### config.mk
export PLATFORM = sky130hd
export DESIGN_NAME = c2d_dpath
export DESIGN_NICKNAME = d
export VERILOG_FILES = /design/src/sv/c2d_pkg.sv /design/src/sv/c2d_dpath.sv
export VERILOG_INCLUDE_DIRS = /design/src /design/src/sv
export SDC_FILE = /design/constraint.sdc
export NUM_CORES = 2
export LEC_CHECK = 0
export ABC_AREA = 1
export ABC_CLOCK_PERIOD_IN_PS = 8500
export BUFFER_PORTS_ARGS = -buffer_cell sky130_fd_sc_hd__buf_4
export CAP_MARGIN = 10
export CORE_AREA = 2 2 224 226
export DETAILED_ROUTE_END_ITERATION = 16
export DIE_AREA = 0 0 226 228
export PLACE_DENSITY = 0.82
export SETUP_SLACK_MARGIN = 0.05
export SLEW_MARGIN = 40
export SYNTH_ARGS = -nofsm -noshare
export SYNTH_HDL_FRONTEND = slang
export SYNTH_SLANG_ARGS = --single-unit
### constraint.sdc
create_clock -name clock -period 8.5 [get_ports clock]
set_input_delay 0.85 -clock clock [delete_from_list [all_inputs] [get_ports clock]]
set_output_delay 0.85 -clock clock [all_outputs]
set_load 0.01 [all_outputs]
### src/sv/combination_to_digit_indices_unit_defines.svh
// Assertion helpers shared by the RTL; clocked on clock, disabled in reset.
`ifndef COMBINATION_TO_DIGIT_INDICES_UNIT_DEFINES_SVH
`define COMBINATION_TO_DIGIT_INDICES_UNIT_DEFINES_SVH

`ifndef SYNTH
`define C2D_ASSERT_IMP(label, cond, prop) \
   label: assert property (@(posedge clock) disable iff (reset) (cond) |-> (prop)) \
      else $error("%m: implication check failed");
`define C2D_ASSERT_NEXT(label, cond, prop) \
   label: assert property (@(posedge clock) disable iff (reset) (cond) |=> (prop)) \
      else $error("%m: next-cycle check failed");
`else
`define C2D_ASSERT_IMP(label, cond, prop)
`define C2D_ASSERT_NEXT(label, cond, prop)
`endif

`endif

### src/sv/c2d_pkg.sv
package c2d_pkg;

   localparam int unsigned COMB_W = 64;
   localparam int unsigned IDX_W  = 7;
   localparam int unsigned POS_W  = 3;
   localparam int unsigned CNT_W  = $clog2(COMB_W);

   localparam logic [IDX_W-1:0] BASE_RESET = IDX_W'(26);

   typedef enum logic [2:0] {
      ST_IDLE,
      ST_LENGTH,
      ST_DIVIDE,
      ST_DIGIT,
      ST_LONG
   } state_type;

   typedef struct packed {
      logic [COMB_W-1:0] combination;
   } req_payload_type;

   typedef struct packed {
      logic [IDX_W-1:0] char_index;
      logic [POS_W-1:0] position;
      logic             last;
      logic             too_long;
   } rsp_payload_type;

   typedef struct packed {
      logic load;
      logic len_step;
      logic div_start;
      logic div_step;
      logic next_digit;
      logic emit_digit;
      logic emit_long;
   } cmd_type;

   typedef struct packed {
      logic base_zero;
      logic rem_ge_pwr;
      logic len_at_max;
      logic div_last;
      logic last_digit;
      logic out_free;
   } status_type;

endpackage

### src/sv/c2d_dpath.sv
`include "combination_to_digit_indices_unit_defines.svh"

module c2d_dpath #(
   parameter int unsigned MAX_LEN = 7
) (
   input  logic                            clock,
   input  logic                            reset,
   input  c2d_pkg::cmd_type                cmd,
   output c2d_pkg::status_type             status,
   input  logic [c2d_pkg::COMB_W-1:0]      combination,
   input  logic                            csr_valid,
   input  logic [c2d_pkg::IDX_W-1:0]       csr_data,
   input  logic                            rsp_ready,
   output logic                            rsp_valid,
   output c2d_pkg::rsp_payload_type        rsp_data
);

   localparam int unsigned LEN_W = $clog2(MAX_LEN + 1);
   localparam logic [LEN_W-1:0] LEN_MAX = LEN_W'(MAX_LEN);
   localparam int unsigned CW = c2d_pkg::COMB_W;
   localparam int unsigned IW = c2d_pkg::IDX_W;

   logic [IW-1:0]                 base_ff;
   logic [CW-1:0]                 rem_ff, rem_in;
   logic [CW-1:0]                 pwr_ff, pwr_in;
   logic [LEN_W-1:0]              len_ff, len_in;
   logic [LEN_W-1:0]              pos_ff, pos_in;
   logic [IW-1:0]                 part_ff, part_in;
   logic [c2d_pkg::CNT_W-1:0]     cnt_ff, cnt_in;
   logic                          rsp_valid_ff, rsp_valid_in;
   c2d_pkg::rsp_payload_type      rsp_data_ff, rsp_data_in;

   logic [CW+IW-1:0]              product;
   logic [IW:0]                   trial;
   logic [IW:0]                   trial_diff;
   logic                          div_ge;
   logic                          last_digit;

   assign product    = {{IW{1'b0}}, pwr_ff} * {{CW{1'b0}}, base_ff};
   // restoring division, one quotient bit per cycle shifted into rem_ff
   assign trial      = {part_ff, rem_ff[CW-1]};
   assign trial_diff = trial - {1'b0, base_ff};
   assign div_ge     = trial >= {1'b0, base_ff};
   assign last_digit = (pos_ff + LEN_W'(1)) == len_ff;

   always_comb begin
      rem_in  = rem_ff;
      pwr_in  = pwr_ff;
      len_in  = len_ff;
      pos_in  = pos_ff;
      part_in = part_ff;
      cnt_in  = cnt_ff;
      if (cmd.load) begin
         rem_in = combination;
         pwr_in = {{(CW-IW){1'b0}}, base_ff};
         len_in = LEN_W'(1);
         pos_in = '0;
      end else if (cmd.len_step) begin
         rem_in = rem_ff - pwr_ff;
         pwr_in = product[CW-1:0];
         len_in = len_ff + LEN_W'(1);
      end
      if (cmd.div_step) begin
         rem_in  = {rem_ff[CW-2:0], div_ge};
         part_in = div_ge ? trial_diff[IW-1:0] : trial[IW-1:0];
         cnt_in  = cnt_ff + c2d_pkg::CNT_W'(1);
      end
      if (cmd.div_start) begin
         part_in = '0;
         cnt_in  = '0;
      end
      if (cmd.next_digit) pos_in = pos_ff + LEN_W'(1);
   end

   always_comb begin
      rsp_valid_in = rsp_valid_ff && !rsp_ready;
      rsp_data_in  = rsp_data_ff;
      if (cmd.emit_digit) begin
         rsp_valid_in            = 1'b1;
         rsp_data_in.char_index  = part_ff;
         rsp_data_in.position    = c2d_pkg::POS_W'(pos_ff);
         rsp_data_in.last        = last_digit;
         rsp_data_in.too_long    = 1'b0;
      end else if (cmd.emit_long) begin
         rsp_valid_in            = 1'b1;
         rsp_data_in.char_index  = '0;
         rsp_data_in.position    = '0;
         rsp_data_in.last        = 1'b1;
         rsp_data_in.too_long    = 1'b1;
      end
   end

   always_ff @(posedge clock) begin
      if (reset) begin
         base_ff      <= c2d_pkg::BASE_RESET;
         rsp_valid_ff <= 1'b0;
         len_ff       <= LEN_W'(1);
         pos_ff       <= '0;
         cnt_ff       <= '0;
      end else begin
         if (csr_valid) base_ff <= csr_data;
         rsp_valid_ff <= rsp_valid_in;
         len_ff       <= len_in;
         pos_ff       <= pos_in;
         cnt_ff       <= cnt_in;
      end
   end

   always_ff @(posedge clock) begin
      rem_ff      <= rem_in;
      pwr_ff      <= pwr_in;
      part_ff     <= part_in;
      rsp_data_ff <= rsp_data_in;
   end

   assign status.base_zero  = base_ff == '0;
   assign status.rem_ge_pwr = rem_ff >= pwr_ff;
   assign status.len_at_max = len_ff == LEN_MAX;
   assign status.div_last   = cnt_ff == '1;
   assign status.last_digit = last_digit;
   assign status.out_free   = !rsp_valid_ff || rsp_ready;

   assign rsp_valid = rsp_valid_ff;
   assign rsp_data  = rsp_data_ff;

   `C2D_ASSERT_IMP(a_digit_below_base, rsp_valid_ff && !rsp_data_ff.too_long, rsp_data_ff.char_index < base_ff)
   `C2D_ASSERT_IMP(a_long_is_single, rsp_valid_ff && rsp_data_ff.too_long, rsp_data_ff.last && rsp_data_ff.position == '0)
   `C2D_ASSERT_IMP(a_len_bounded, 1'b1, len_ff <= LEN_MAX && pos_ff < len_ff)

endmodule

# Word level (Yosys, flattened, before mapping)
# Cells that the tools add are included.
# word_totals
romBits	0
latchBits	0
mem_count	0
out_inout_bits	19
input_bits	82
reg_bits	167
word_cells	47
mem_bits_rw	0
# op_classes
n_eq_ne	3
n_reduce_logical	11
order_cmp	2
bitwise_logic	0
mul	1
div	0
n_mux	12
n_addsub	5
shift	0
# op_table
operator	n
$mux 64	3
$ge 64x64->1	1
$mul 64x7->64	1
$sub 64x64->64	1
$mux 12	2
$mux 7	3
$ge 8x7->1	1
$logic_not 7->1	1
$sub 7x7->7	1
$add 3x1->3 const B	2
$add 6x1->6 const B	1
$eq 6x6->1 const B	1
$mux 3	2
$reduce_bool 2->1	3
$reduce_or 2->1	2
$eq 3x3->1	1
$eq 3x3->1 const B	1
$reduce_bool 3->1	1
$logic_not 1->1	2
$mux 1	2
$logic_and 1x1->1	1
$logic_or 1x1->1	1

# Logic depth before layout (Yosys ltp)
# depth
word_depth	4
mapped_depth	30
ltp_nobuf	27

# Worst setup path before layout
# No wires, ideal clock.
# synth_timing
path_kind	register to register
from	register base_ff[4]
to	register pwr_ff[59]
stages_incl_launch_ff	27
arrival_time_ns	4.466
setup_ns	0.109
synth_period_minus_slack_ns	4.575
slack_ns	3.925
n_path_buf	3
required_ns	8.391
cell_sequence	dfxtp_1 > clkbuf_1 > clkbuf_1 > buf_1 > nand2_1 > fa_1 > fa_1 > inv_1 > fa_1 > inv_1 > fa_1 > inv_1 > ha_1 > nand2_1 > clkinv_1 > nand3_1 > nand2_1 > nand2_1 > nand2_1 > nand2_1 > nand2_2 > nand2_1 > nand2_1 > nand2_1 > nand3_1 > nand2_1 > inv_1
# synth_between
elab_chain_cells	1
# synth_rtl
item	line	text
start, declared	c2d_dpath.sv:23	logic [IW-1:0] base_ff;
start signal, assigned	c2d_dpath.sv:95	base_ff <= c2d_pkg::BASE_RESET;
start signal, assigned	c2d_dpath.sv:101	if (csr_valid) base_ff <= csr_data;
$mul 64x7->64	c2d_dpath.sv:39	assign product = {{IW{1'b0}}, pwr_ff} * {{CW{1'b0}}, base_ff};
end signal, assigned	c2d_dpath.sv:111	pwr_ff <= pwr_in;
end, declared	c2d_dpath.sv:25	logic [CW-1:0] pwr_ff, pwr_in;
# No other way between the ends.
# A chain may end at the register's enable or synchronous reset.

# Final worst setup path
# layout_timing
from	register base_ff[2]
to	register pwr_ff[32]
# The elaborated chain is that of the path after synthesis.

==> implementation parameters <==
Parameter                              Value

Drt
  Via density per instance    5.29
  Number of nets still failing antenna checks after routing    0
  Number of iterations in the first detailed-routing pass    6
  Detailed Route WL    97,500 um
  DRC errors left    0
  Violation count after the first detailed-routing iteration    2,861
  Vias    29,200
  Average detailed-routed wire length per instance    17.7 um

Worst setup path
  Crit path kind    reg -> reg
  Critical path's most frequent cell    nand2_1
  Depth of the most critical reg-to-reg path    22
  Longest individual stage delay on the worst path    0.89 ns
  Critical path buffers and inverters    6
  Data arrival time of the critical path    6.16 ns
  Top cell family by delay on the critical path    adder cells
  Critical path depth    22
  Kind of start point of the critical path    register
  Flop-to-flop setup slack    2.75 ns
  Cell Chain, Critical Path    buf_4 > nand2_1 > inv_1 > fa_1 > fa_1 > fa_1 > inv_1 > fa_1 > inv_1 > ha_1 > nand2_2 > inv_1 > nand2_1 > nand2_1 > a21oi_1 > nand3_1 > nand2_1 > nand2_1 > nand2_1 > nand2_1 > o21ai_1 > inv_1
  Top fanout value on the critical path    34
  Critical-path top delay cell    dfxtp_2
  Worst reg2reg path endpoint    pwr_ff[32]
  Beginning of the worst register-to-register path    base_ff[2]
  End point of the critical path    pwr_ff[32]
  Critical Path Start    base_ff[2]
  Required time at the endpoint of the critical path    8.91 ns
  Critical Path End Type    register

Run status
  Run status    completed

Finish
  Number of filler cells placed in the layout    4,890
  Number of nets in the finished design    5,357
  Fraction of layout cells with a size suffix above 1    0.0559
  Area grow syn2layout    5.62%

Synth
  Gate count after technology mapping    4,867
  Most area-hungry cell type in the Yosys netlist    nand2_1
  Cell with the most instances after synthesis    nand2_1
  Net count after synthesis    5,388
  Sequential cell area fraction in the yosys report    0.141
  Post-synthesis async set-or-reset flop share    0
  Count of yosys warnings during synthesis    0
  Number of library cell types mapped by synthesis    46
  Share of the synthesized area in the top cell type    0.219
  Most used standard cells in the synthesized netlist    nand2_1, inv_1, fa_1, nor2_1, a21oi_1
  Post-synthesis area per instance    6.07 um^2
  Summed instance area of the synthesized netlist    29,500 um^2
  Number of flops mapped to enable cells by yosys    82
  Top FF cell, synth    dfxtp_1
  Area contributors post-synth    nand2_1, fa_1, inv_1
  Number of synthesized register bits    167

Placed design
  Last weighted congestion value of the routability-driven placer    1.06
  Number of port buffers    100
  HPWL after DPL    80,000 um

Die
  Initial core utilization    0.599
  Core Box Area    49,300 um^2
  I/O pin cnt    101
  Die width    226 um
  Total die area    51,500 um^2
  Floorplan row count    82
  Vertical die dimension    228 um

STA
  Layout Skew    0.0200 ns
  Share of the clock period used by the worst path after layout    0.677
  Fin Setup TNS    0 ns
  Count of final max-slew check failures    0
  Post-layout min period    5.75 ns
  Total count of hold-check failures in the final report    0
  RSZ-0062 raised after global routing    no
  Transition time at the pin with the least slew margin    0.885 ns
  Highest achievable clock rate    174 MHz
  Max-slew headroom at the worst pin    0.410
  Endpoints failing setup    0

CTS
  Worst-case clock buffer depth    2
  Clock Pin Slew Worst Setup and Hold Paths    0.08 ns
  Clock Root Buffer    clkbuf_16
  Total setup buffers inserted after CTS    0
  H-tree levels    4
  Count of hold buffers inserted by post-cts repair    0
  TritonCTS buffer count    17
  CTS Sinks    167
  Skew-Pair Late Insertion Delay    0.52 ns
  TritonCTS clock tree    built
  Post_cts resized    0

Global routing
  Tot GR Track Use    0.390
  Maximum number of pins on one net before global-route repair    74
  Global-route wire length before repair    153,000 um
  Total overflow reported by the global router    0
  Number of global-route vias before repair    28,600
  Antenna violations before repair    4

Run
  Number of max-cap violations    0

Min path
  Worst Hold Depth    2
  Class of the worst hold path    reg -> reg
## routing by layer
metal / GRT usage / wire, um / vias to the layer above
li1: - / - / 14100
met1: 0.514 / 39300 / 13500
met2: 0.628 / 44300 / 1328
met3: 0.0692 / 9310 / 233
met4: 0.168 / 4560 / 2
met5: 0 / 13 / -
## state kept, by name, summed over array words and instances, names as in the netlist
signal / cells
pwr_ff: 64
rem_ff: 64
rsp_data: 12
base_ff: 7
part_ff: 7
cnt_ff: 6
len_ff: 3
pos_ff: 3
rsp_valid: 1
## through the flow
step	hold slack [ns]	utilization	worst slack, ns	area (um^2)	cells
2_1_floorplan	0.454	-	3.92	29500	4867
3_3_place_gp	0.459	0.620	2.94	30600	5488
3_5_place_dp	0.477	0.621	2.87	30600	5489
4_1_cts	0.493	0.632	2.85	31200	5521
5_1_grt	0.520	0.632	2.57	31200	5521
6_report	0.492	0.632	2.75	31200	5523
## cells by family after synthesis
family	synth area share
buffers and inverters	0.188
adders and majority gates	0.261
DFF	0.141
AOI/OAI and AO/OA	0.0639
and+or+nand+nor	0.330
xor gates and xnor gates	0.0166
## placed cells by master, fill, tap and decap left out, types with 44 or more instances in the layout
| cell type | n |
|---|---|
| edfxtp_1 | 82 |
| ha_1 | 145 |
| nand4_1 | 44 |
| inv_1 | 1292 |
| nand2_1 | 1723 |
| dfxtp_1 | 78 |
| xor2_1 | 44 |
| o21ai_0 | 112 |
| fa_1 | 294 |
| nand3_1 | 191 |
| buf_4 | 111 |
| nor2_1 | 260 |
| a21oi_1 | 193 |
## layout make-up
class,count,area [um^2],share of cell area
Antenna cell,2,5.00,0.000160
Clock buffer,18,429,0.0138
Clock inverter,14,138,0.00441
Inverter,1305,4900,0.157
Multi-Input combinational cell,3232,19800,0.636
Sequential cell,167,4170,0.134
Tap cell,672,841,0.0270
Timing Repair Buffer,113,865,0.0277
## how the worst min path moves through the flow
stage	startpoint	to	slack, ns
final	rsp_data[0]	rsp_data[0]	0.49
after global routing	pos_ff[1]	pos_ff[1]	0.52
after CTS	pos_ff[1]	pos_ff[1]	0.49
after detailed placement	rsp_data[0]	rsp_data[0]	0.48
after global placement	rsp_data[0]	rsp_data[0]	0.46
after floorplan	cnt_ff[0]	cnt_ff[0]	0.45
## worst register-to-register path: cells and delay by family (launching register included)
kind / cells / cell delay [ns]
buffers and inverters: 6 / 0.87
AOI/OAI and AO/OA: 2 / 0.48
DFF: 1 / 0.89
adders and majority gates: 5 / 2.30
and+or+nand+nor: 9 / 1.11
Power is not shown: default switching activity piles up to over one toggle a cycle in this logic, so the estimate is an artifact.
