===== config.mk =====
export PLATFORM = sky130hd
export DESIGN_NAME = c2d_ctrl
export DESIGN_NICKNAME = d
export VERILOG_FILES = /design/src/sv/c2d_pkg.sv /design/src/sv/c2d_ctrl.sv
export VERILOG_INCLUDE_DIRS = /design/src /design/src/sv
export SDC_FILE = /design/constraint.sdc
export NUM_CORES = 1
export LEC_CHECK = 0
export BUFFER_PORTS_ARGS = -buffer_cell sky130_fd_sc_hd__buf_2
export CORE_AREA = 2 2 39 41
export DETAILED_ROUTE_END_ITERATION = 8
export DIE_AREA = 0 0 41 43
export SYNTH_ARGS = -nofsm -noshare
export SYNTH_HDL_FRONTEND = slang
export SYNTH_SLANG_ARGS = --single-unit

===== constraint.sdc =====
create_clock -name clock -period 1.5 [get_ports clock]
set_input_delay 0.225 -clock clock [delete_from_list [all_inputs] [get_ports clock]]
set_output_delay 0.225 -clock clock [all_outputs]
set_load 0.05 [all_outputs]

===== src/sv/combination_to_digit_indices_unit_defines.svh =====
// Assertion helpers shared by the RTL; clocked on clock, disabled in reset.
`ifndef COMBINATION_TO_DIGIT_INDICES_UNIT_DEFINES_SVH
`define COMBINATION_TO_DIGIT_INDICES_UNIT_DEFINES_SVH

`ifndef SYNTH
`define C2D_ASSERT_IMP(label, cond, prop) \
   label: assert property (@(posedge clock) disable iff (reset) (cond) |-> (prop)) \
      else $error("%m: implication check failed");
`define C2D_ASSERT_NEXT(label, cond, prop) \
   label: assert property (@(posedge clock) disable iff (reset) (cond) |=> (prop)) \
      else $error("%m: next-cycle check failed");
`else
`define C2D_ASSERT_IMP(label, cond, prop)
`define C2D_ASSERT_NEXT(label, cond, prop)
`endif

`endif


===== src/sv/c2d_pkg.sv =====
package c2d_pkg;

   localparam int unsigned COMB_W = 64;
   localparam int unsigned IDX_W  = 7;
   localparam int unsigned POS_W  = 3;
   localparam int unsigned CNT_W  = $clog2(COMB_W);

   localparam logic [IDX_W-1:0] BASE_RESET = IDX_W'(26);

   typedef enum logic [2:0] {
      ST_IDLE,
      ST_LENGTH,
      ST_DIVIDE,
      ST_DIGIT,
      ST_LONG
   } state_type;

   typedef struct packed {
      logic [COMB_W-1:0] combination;
   } req_payload_type;

   typedef struct packed {
      logic [IDX_W-1:0] char_index;
      logic [POS_W-1:0] position;
      logic             last;
      logic             too_long;
   } rsp_payload_type;

   typedef struct packed {
      logic load;
      logic len_step;
      logic div_start;
      logic div_step;
      logic next_digit;
      logic emit_digit;
      logic emit_long;
   } cmd_type;

   typedef struct packed {
      logic base_zero;
      logic rem_ge_pwr;
      logic len_at_max;
      logic div_last;
      logic last_digit;
      logic out_free;
   } status_type;

endpackage


===== src/sv/c2d_ctrl.sv =====
`include "combination_to_digit_indices_unit_defines.svh"

module c2d_ctrl (
   input  logic                 clock,
   input  logic                 reset,
   input  logic                 req_valid,
   output logic                 req_ready,
   input  c2d_pkg::status_type  status,
   output c2d_pkg::cmd_type     cmd
);

   c2d_pkg::state_type state_ff;
   c2d_pkg::state_type state_in;

   always_ff @(posedge clock) begin
      if (reset) begin
         state_ff <= c2d_pkg::ST_IDLE;
      end else begin
         state_ff <= state_in;
      end
   end

   always_comb begin
      state_in = state_ff;
      unique case (state_ff)
         c2d_pkg::ST_IDLE: begin
            if (req_valid) state_in = c2d_pkg::ST_LENGTH;
         end
         c2d_pkg::ST_LENGTH: begin
            priority if (status.base_zero) begin
               state_in = c2d_pkg::ST_LONG;
            end else if (status.rem_ge_pwr) begin
               if (status.len_at_max) state_in = c2d_pkg::ST_LONG;
            end else begin
               state_in = c2d_pkg::ST_DIVIDE;
            end
         end
         c2d_pkg::ST_DIVIDE: begin
            if (status.div_last) state_in = c2d_pkg::ST_DIGIT;
         end
         c2d_pkg::ST_DIGIT: begin
            if (status.out_free) begin
               state_in = status.last_digit ? c2d_pkg::ST_IDLE : c2d_pkg::ST_DIVIDE;
            end
         end
         c2d_pkg::ST_LONG: begin
            if (status.out_free) state_in = c2d_pkg::ST_IDLE;
         end
         default: state_in = c2d_pkg::ST_IDLE;
      endcase
   end

   always_comb begin
      cmd       = '0;
      req_ready = 1'b0;
      unique case (state_ff)
         c2d_pkg::ST_IDLE: begin
            req_ready = 1'b1;
            cmd.load  = req_valid;
         end
         c2d_pkg::ST_LENGTH: begin
            if (!status.base_zero) begin
               if (status.rem_ge_pwr) begin
                  cmd.len_step = !status.len_at_max;
               end else begin
                  cmd.div_start = 1'b1;
               end
            end
         end
         c2d_pkg::ST_DIVIDE: begin
            cmd.div_step = 1'b1;
         end
         c2d_pkg::ST_DIGIT: begin
            if (status.out_free) begin
               cmd.emit_digit = 1'b1;
               // more characters to come: restart the divider on the quotient
               cmd.next_digit = !status.last_digit;
               cmd.div_start  = !status.last_digit;
            end
         end
         c2d_pkg::ST_LONG: begin
            cmd.emit_long = status.out_free;
         end
         default: begin
            cmd = '0;
         end
      endcase
   end

   `C2D_ASSERT_IMP(a_emit_when_free, cmd.emit_digit || cmd.emit_long, status.out_free)
   `C2D_ASSERT_NEXT(a_divide_holds, state_ff == c2d_pkg::ST_DIVIDE && !status.div_last, state_ff == c2d_pkg::ST_DIVIDE)
   `C2D_ASSERT_IMP(a_single_cmd, 1'b1, !(cmd.len_step && cmd.div_step) && !(cmd.load && cmd.div_step))

endmodule


**After elaboration in Yosys (flattened, before gate mapping)**

Cells that the tools add are included.

- Bits in writable memories: 0
- Output and inout bits: 8
- Bits of input ports: 9
- ROM bits: 0
- Memories: 0
- Bits in registers: 3
- Word-level logic and storage cells: 35
- Latch bits: 0

- $lt $le $gt $ge: 0
- Multiplexer cells: 21
- Reductions and logical operators: 4
- Eq/ne operators: 9
- Add/sub/neg operators: 0
- Multipliers: 0
- Div/mod/pow operators: 0
- Bitwise logic cells: 0
- Shift-type cells: 0

Operator list:

| cell | number |
|---|---|
| $mux W3 | 7 |
| $pmux W3 S5 | 1 |
| $mux W1 | 8 |
| $mux W2 | 4 |
| $ne A2 B2 Y1 const B | 4 |
| $eq A3 B2 Y1 const B | 2 |
| $reduce_and A5 Y1 | 1 |
| $ne A4 B4 Y1 const B | 1 |
| $eq A3 B1 Y1 const B | 1 |
| $eq A3 B3 Y1 const B | 1 |
| $logic_not A3 Y1 | 1 |
| $logic_not A1 Y1 | 2 |
| $pmux W1 S2 | 1 |

**Logic depth before layout (Yosys ltp)**

Gate-level depths: netlist of the first run.

- Word-level depth: 4
- Mapped depth: 4
- Gate-level depth less buffers: 3

**Worst setup path after synthesis of the first run**

Ideal clock, no wire load.

- Path kind: register to register
- Start: register state_ff[2]
- End: register state_ff[0]
- Arrival: 2.423 ns
- Stages on the path, launching flop included: 4
- Setup time: 0.066 ns
- Setup slack: -0.989 ns
- Period minus slack after synthesis: 2.489 ns
- Path buffers: 0
- Data required time: 1.434 ns
- Cells stage by stage: dfxtp_1 > nand2b_1 > nor4_1 > o311a_1

- Cells in the longest elaborated chain, start to end: 3
- Elaborated cells between the ends (all ways): 12
- Classes of those cells: eq/ne: 9; mux: 1; reduce/logical: 2

Ends and longest elaborated chain:

| item | line | text |
|---|---|---|
| start: declaration | c2d_ctrl.sv:12 | `c2d_pkg::state_type state_ff;` |
| start signal: assignment | c2d_ctrl.sv:17 | `state_ff <= c2d_pkg::ST_IDLE;` |
| start signal: assignment | c2d_ctrl.sv:19 | `state_ff <= state_in;` |
| $eq A3 B1 Y1, or another cell as far along | c2d_ctrl.sv:25 | `unique case (state_ff)` |
| $ne A4 B4 Y1 (no source line) / $ne A2 B2 Y1 (equally long branches) | - |  |
| $reduce_and A5 Y1 (no source line) | - |  |

Several ways; a longest one is shown, not always the timed one.
A chain may end at the register's enable or synchronous reset.

==> reports/results.ini, run 1 <==
[outcome]
outcome = finished clean

[placed_design]
hpwl_um = 645
placedCellCount = 72
routabilityCongestion = 0.685
dpl_cell_area_um2 = 429
numPortBuffers = 16

[detailed_routing]
wirelength_um = 851
first_iter_violations = 12
drtPass1Iterations = 4
drc_errors = 0
wl_per_cell_um = 11.2
top_layer = met3
wl_met3_um = 73
routed_via_density = 4.79
dr_wl_met2_um = 418
drtAntennaViolNets = 0
wl_met1_um = 360
dr_total_vias = 364

[logic_synthesis]
ys_types = 25
ys.flop_type = dfxtp_1
syn_area_um2 = 284
syn_inst = 39
yosys_warnings = 0
ys_seq_elements = 3
ys_seq_area_share_pct = 21.1
async_flop_share_pct = 0
synth_area_per_cell_um2 = 7.28
synth_edf_count = 0
synth_fp_nets = 48

[floorplan]
pin_count = 17
die_w_um = 41
coreArea_um2 = 1380
die_area_um2 = 1760
die_h_um = 43
rows = 14
start_util_pct = 20.5

[finish]
drive_gt1_share_pct = 51.7
diodes = 0
layout_common_cells = buf_2, buf_4, nor3b_1, clkbuf_4, buf_6
final_common_cell = buf_2
largest_reg_flops = 3
fin_area_um2 = 490
final_net_count = 70
largestRegisters = state_ff x3
top_register = state_ff
area_growth_pct = 72.7
final_cells = 76

[setup_path]
critPathKind = reg -> out
end_kind = output port
r2r_start = state_ff[0]
r2r-end = state_ff[1]
crit_path_start_kind = flip-flop
r2r_cells = 3
crit_arrival_ns = 1.21
cp-startpoint = state_ff[2]
worstPathRequired_ns = 1.27
r2r_setup_slack_ns = 0.09
cp_max_fo = 7

[timing]
timing.final.crit_share_pct = 95.5
setup_violations = 0
period_minus_slack_ns = 1.43
slew_viol_final = 0
fmaxAchievable_mhz = 698
worst_pin_slew_ns = 0.363
finalHoldViolations = 0
rsz0062_at_grt = false
fin_skew_ns = 0.000449
hold-worst-slack_ns = 0.185
slew_headroom_pct = 75.2

[global_route]
track_usage_pct = 11.3
grt_max_degree = 10
grt_pass1_wl_um = 1230
grt-ovfl-total = 0
grt_pass1_vias = 302
antenna_found_initial = 0

[cts]
clockRootBuffer = clkbuf_4
clock-sinks = 3
post_cts_buffers = 0
clk_path_buf_depth = 2
worstSkewPairLatency_ns = 0.23
cts.clk_slew.worst_paths_ns = 0.03
cts_buffers = 3
cts_tree = built
cts-htree-levels = 1

[worst_hold_path]
worst_hold_path.num_cells = 2
hp-start = reset
whs_endpoint = state_ff[2]
min_path_type = in -> reg

[pwr]
power_density_nw_per_um2 = 1020
peakVddDrop_mv = 0.521
p_leak_uw = 0.000201

[job]
cap_violations = 0

[Yosys cell counts, drive strengths merged, types with 2 or more instances]
| cell | n | share of area [%] |
|---|---|---|
| clkbuf | 2 | 2.6 |
| nand2b | 3 | 6.6 |
| nand2 | 2 | 2.6 |
| inv | 2 | 2.6 |
| nor3 | 4 | 7.0 |
| nor3b | 3 | 7.9 |
| dfxtp | 3 | 21 |
| a2111oi | 2 | 6.6 |
| nor2 | 3 | 4.0 |
[power by group]
part	switching, µW	internal, µW
logic	154	97.2
registers	17.7	94.0
clock network	39.7	99.5
[worst max path at each step]
stage | to | slack [ns] | depth (start not counted)
6_report | cmd[6] | 0.07 | 4
5_1_grt | cmd[5] | 0.003 | 3
4_1_cts | cmd[4] | 0.0006 | 4
3_5_place_dp | state_ff[1] | 0.07 | 3
3_3_place_gp | state_ff[1] | 0.09 | 3
2_1_floorplan | cmd[3] | -0.44 | 2
[stage by stage]
| stage | power [µW] | TNS, ns | utilization (%) | setup slack (ns) |
|---|---|---|---|---|
| floorplan | 275 | -1.33 | - | -0.444 |
| global placement | 337 | 0 | 31.0 | 0.0898 |
| detailed placement | 339 | 0 | 31.0 | 0.0679 |
| CTS | 504 | 0 | 34.6 | 0.000559 |
| global route | 542 | 0 | 35.4 | 0.00285 |
| finish | 502 | 0 | 35.4 | 0.0668 |
[what timing repair did]
item                                    in CTS  in global routing
pin swaps                                    0                  2
endpoints found under the setup margin       5                  6
resized for setup                            8                  6
hold buffers                                 0                  0
[area by class of cell]
type | count | area, µm²
clock buffer | 4 | 26.3
sequential | 3 | 66.3
inverter | 2 | 7.51
tap | 16 | 20.0
timing repair buffer | 20 | 131
multi-input combinational | 31 | 239
fill | 157 | 893
[logic make-up (layout without fill, tap and decap cells)]
kind of cell	count (synthesis)	in the layout	synth area share (%)
AND/OR/NAND/NOR	20	20	40.5
buffers and inverters	5	26	7.05
AO/OA/AOI/OAI	10	10	27.8
flip-flops	3	3	21.1
multiplexers	1	1	3.52
[routing by layer]
metal / global-route usage, % / vias to the layer above
met2: 14.4 / 15
met1: 12.8 / 162
met5: 0 / -
met3: 4.71 / 0
li1: - / 187
met4: 12.0 / 0
[worst max-delay path: stages (launching register included)]
cell     delay, ns
dfxtp_2       0.33
buf_4         0.16
nor3_2        0.16
and2_1        0.16
buf_6         0.16
No activity file was read; power rests on OpenSTA's default activity.
==> inputs of run 2 (changes only) <==
BUFFER_PORTS_ARGS = unset   (was -buffer_cell sky130_fd_sc_hd__buf_2)
DONT_BUFFER_PORTS = 1   (was unset)
MAX_ROUTING_LAYER = met4   (was unset)
==> run 2 against run 1 <==
Compared with the run above:
- sequential cell count is the same
- critical path depth is the same
- critical endpoint unchanged
- cell count shrank 9.2%
==> reports/results.ini, run 2 (synthesized netlist as in run 1, its figures left out) <==
[timing]
slew_headroom_pct = 72.9
setup-tns-final_ns = 0
hold-worst-slack_ns = 0.0681
period_minus_slack_ns = 1.46
timing.final.crit_share_pct = 97.3
rsz0062_at_grt = true
worst_pin_slew_ns = 0.396
fin_skew_ns = 0.00220
setup_violations = 0
slew_viol_final = 0
finalHoldViolations = 0
fmaxAchievable_mhz = 685

[cts]
cts_buffers = 3
clk_path_buf_depth = 2
worstSkewPairLatency_ns = 0.23
cts-htree-levels = 1
cts.clk_slew.worst_paths_ns = 0.04
clock-sinks = 3
clockRootBuffer = clkbuf_4
cts_tree = built

[worst_hold_path]
whs_endpoint = state_ff[2]
hp-start = reset
min_path_type = in -> reg
worst_hold_path.num_cells = 1

[finish]
largestRegisters = state_ff x3
area_growth_pct = 77.1
diodes = 0
top_register = state_ff
final_core_util_pct = 36.3
largest_reg_flops = 3
drive_gt1_share_pct = 47.2
final_net_count = 63
layout_common_cells = buf_4, clkbuf_4
final_common_cell = buf_4
fillCellCount = 157

[setup_path]
worstPathRequired_ns = 1.27
cp_max_fo = 10
r2r_start = state_ff[1]
crit_chain = buf_4, nor3_4, and2_4, buf_12
r2r_cells = 3
critPathKind = reg -> out
path_buf_inv = 2
end_kind = output port
crit_arrival_ns = 1.24
r2r-end = state_ff[1]
slowest_stage = dfxtp_1
crit_path_start_kind = flip-flop
r2r_setup_slack_ns = 0.16
slowest_delay_ns = 0.33
crit_family = simple AND/OR/NAND/NOR gates

[floorplan]
pin_count = 17
rows = 14
coreArea_um2 = 1380
die_w_um = 41
start_util_pct = 20.5
die_area_um2 = 1760
die_h_um = 43

[global_route]
grt_pass1_wl_um = 1320
track_usage_pct = 11.4
grt-ovfl-total = 0
grt_max_degree = 11
antenna_found_initial = 0
grt_pass1_vias = 328

[pwr]
peakVddDrop_mv = 0.488
p_leak_uw = 0.000189
p_total_uw = 521
power_density_nw_per_um2 = 1040

[job]
cap_violations = 0

[placed_design]
routabilityCongestion = 0.728
hpwl_um = 616
numPortBuffers = 0

[detailed_routing]
drtPass1Iterations = 4
drc_errors = 0
first_iter_violations = 3
wirelength_um = 810
drtAntennaViolNets = 0
routed_via_density = 5.10
dr_total_vias = 352
wl_per_cell_um = 11.7

[outcome]
outcome = finished clean

==> run 2: cell types whose count changed in the layout (fill, tap and decap cells not counted) <==
cell | before | now
and2_1 | 1 | 0
nor3_1 | 2 | 1
buf_2 | 12 | 0
dfxtp_1 | 0 | 2
nor3b_1 | 3 | 2
buf_4 | 5 | 9
buf_6 | 3 | 2
and2_4 | 0 | 1
buf_12 | 0 | 2
nor3b_2 | 0 | 1
dfxtp_4 | 1 | 0
nor3_4 | 0 | 1
dfxtp_2 | 2 | 1
==> run 2: metal layers <==
layer  wire length (µm)  global-route usage, %  vias up
li1                   -                      -      174
met1                359                   14.1      163
met2                395                   15.0       15
met3                 55                   3.66        0
met4                  0                   8.00        0
met5                  0                      -        -
==> run 2: final cells by class <==
cell class / count / area, µm² / share of cell area (%)
sequential: 3 / 61.3 / 12.2
tap: 16 / 20.0 / 3.98
inverter: 2 / 7.51 / 1.49
multi-input combinational: 31 / 258 / 51.2
clock buffer: 4 / 26.3 / 5.22
timing repair buffer: 13 / 130 / 25.9
==> run 2: worst reg2reg max path: cells and delay by family, from the launching register on <==
family | cells | cell delay (ns)
AOI/OAI and AO/OA | 2 | 0.53
DFF | 1 | 0.33
and+or+nand+nor | 1 | 0.37
==> run 2: power breakdown <==
group | internal [µW] | switching, µW | leakage [µW] | total [µW]
sequential | 92.0 | 12.1 | 0.0000250 | 104
combinational | 121 | 156 | 0.000149 | 277
clock | 99.6 | 40.5 | 0.0000150 | 140
==> run 2: per-stage QoR <==
stage	setup slack (ns)	instances	instance area, µm²
2_1_floorplan	-0.444	39	312
3_3_place_gp	0.192	64	439
3_5_place_dp	0.167	64	439
4_1_cts	-0.00406	68	472
5_1_grt	-0.0112	69	503
6_report	0.0398	69	503
==> run 2: how the worst max path moves through the flow <==
stage                              to        start  cells after the start
after floorplan                cmd[3]  state_ff[1]                      2
after global placement    state_ff[1]  state_ff[1]                      3
after detailed placement  state_ff[1]  state_ff[1]                      3
after CTS                      cmd[5]  state_ff[2]                      3
after global routing           cmd[6]  state_ff[1]                      4
final                          cmd[6]  state_ff[1]                      4
==> run 2: repair_timing <==
item | 4_1_cts | 5_1_grt
hold buffers | 0 | 0
setup buffers | 0 | 1
gates cloned | 0 | 0
pin swaps | 0 | 1
gates resized for setup | 2 | 5
endpoints found under the setup margin | 2 | 5
==> inputs of run 3 (changes only) <==
GPL_TIMING_DRIVEN = 0   (was unset)
SLEW_MARGIN = 20   (was unset)
clock period = 1.9 ns   (was 1.5 ns; I/O delays follow)
==> run 3 against run 2 <==
Compared with the run above:
- cell count down 14%
- wire length shrank 6.0%
- core utilization decreased by 5.9 points
- register-to-register slack better by 0.13 ns
- worst setup slack better by 0.013 ns
- sequential cell count unchanged
- combinational power is 32% lower
==> reports/results.ini, run 3 (synthesized netlist as in run 1, its figures left out) <==
[setup_path]
slowest_delay_ns = 0.51
crit_end = cmd[6]
r2r-end = state_ff[0]
r2r_cells = 3
r2r_setup_slack_ns = 0.29
cp_max_fo = 10
cp-startpoint = state_ff[1]
slowest_stage = nor3_4
worstPathRequired_ns = 1.62
cp_num_cells = 3
crit_chain = buf_6, nor3_4, and2_4
end_kind = output port
crit_arrival_ns = 1.56
crit_family = simple AND/OR/NAND/NOR gates
r2r_start = state_ff[2]
critPathKind = reg -> out
crit_path_start_kind = flip-flop
path_buf_inv = 1

[placed_design]
numPortBuffers = 0
routabilityCongestion = 0.712
dpl_cell_area_um2 = 339
hpwl_um = 577

[detailed_routing]
drtPass1Iterations = 3
wl_per_cell_um = 12.9
drc_errors = 0
routed_via_density = 5.02
dr_total_vias = 296
first_iter_violations = 4
drtAntennaViolNets = 0
wirelength_um = 761

[floorplan]
die_area_um2 = 1760
die_h_um = 43
start_util_pct = 20.5
pin_count = 17
die_w_um = 41
rows = 14
coreArea_um2 = 1380

[cts]
post_cts_buffers = 0
clockRootBuffer = clkbuf_4
cts.clk_slew.worst_paths_ns = 0.04
clock-sinks = 3
cts_buffers = 3
worstSkewPairLatency_ns = 0.23
postCtsHoldBufs = 0
cts_tree = built
clk_path_buf_depth = 2
cts-htree-levels = 1

[finish]
area_growth_pct = 48.5
final_net_count = 53
top_register = state_ff
fillCellCount = 152
largest_reg_flops = 3
largestRegisters = state_ff x3
fin_area_um2 = 422
diodes = 0
drive_gt1_share_pct = 39.5
layout_common_cells = nor3_4, clkbuf_4
final_core_util_pct = 30.5

[pwr]
p_leak_uw = 0.000134
power_density_nw_per_um2 = 896
peakVddDrop_mv = 0.319

[global_route]
grt_max_degree = 11
grt_pass1_vias = 318
antenna_found_initial = 0
grt-ovfl-total = 0
grt_pass1_wl_um = 1200
track_usage_pct = 10.2

[worst_hold_path]
min_path_type = in -> reg

[timing]
finalHoldViolations = 0
setup_violations = 0
rsz0062_at_grt = false
slew_viol_final = 0
slew_headroom_pct = 41.8
fin_skew_ns = 0.00117
timing.final.crit_share_pct = 97.2
fmaxAchievable_mhz = 541
setup-tns-final_ns = 0
worst_pin_slew_ns = 0.866
period_minus_slack_ns = 1.85

[outcome]
outcome = finished clean

[job]
cap_violations = 0

## run 3: cell type report
cell class | count | area (µm²) | share of cell area (%)
Multi-Input combinational cell | 31 | 278 | 65.9
Sequential cell | 3 | 62.6 | 14.8
Buffer | 3 | 27.5 | 6.53
Clock buffer | 4 | 26.3 | 6.23
Tap cell | 16 | 20.0 | 4.75
Inverter | 2 | 7.51 | 1.78
## run 3: timing repair
item	4_1_cts	5_1_grt
gates resized for setup	8	16
pin swaps	1	3
gates cloned	0	0
endpoints found under the setup margin	4	5
## run 3: metrics by stage
stage               total power (µW)  setup WS, ns  instances  hold slack, ns
floorplan                        213        -0.104         39           0.361
global placement                 227        -0.228         55           0.364
detailed placement               233        -0.212         55           0.367
CTS                              366        -0.114         59           0.124
global route                     407       0.00828         59           0.119
finish                           378        0.0528         59           0.130
## run 3: how the worst min path moves through the flow
stage	to	from	slack (ns)	cells after the start
after floorplan	state_ff[2]	reset	0.36	1
after global placement	state_ff[2]	reset	0.36	1
after detailed placement	state_ff[2]	reset	0.37	1
after CTS	state_ff[2]	reset	0.12	1
after global routing	state_ff[2]	reset	0.12	1
final	state_ff[2]	reset	0.13	1
## run 3: where the power goes
part           switching (µW)  internal [µW]  total, µW
clock                    29.2           78.4        108
combinational             124           63.0        187
sequential               9.62           73.5       83.1
total                     163            215        378
## run 3: metal layers
layer	vias up	GRT usage, %	share of wire, %
met3	0	2.09	5.7
li1	155	-	-
met4	0	6.00	0
met1	130	13.2	47
met2	11	14.1	48
met5	-	-	0
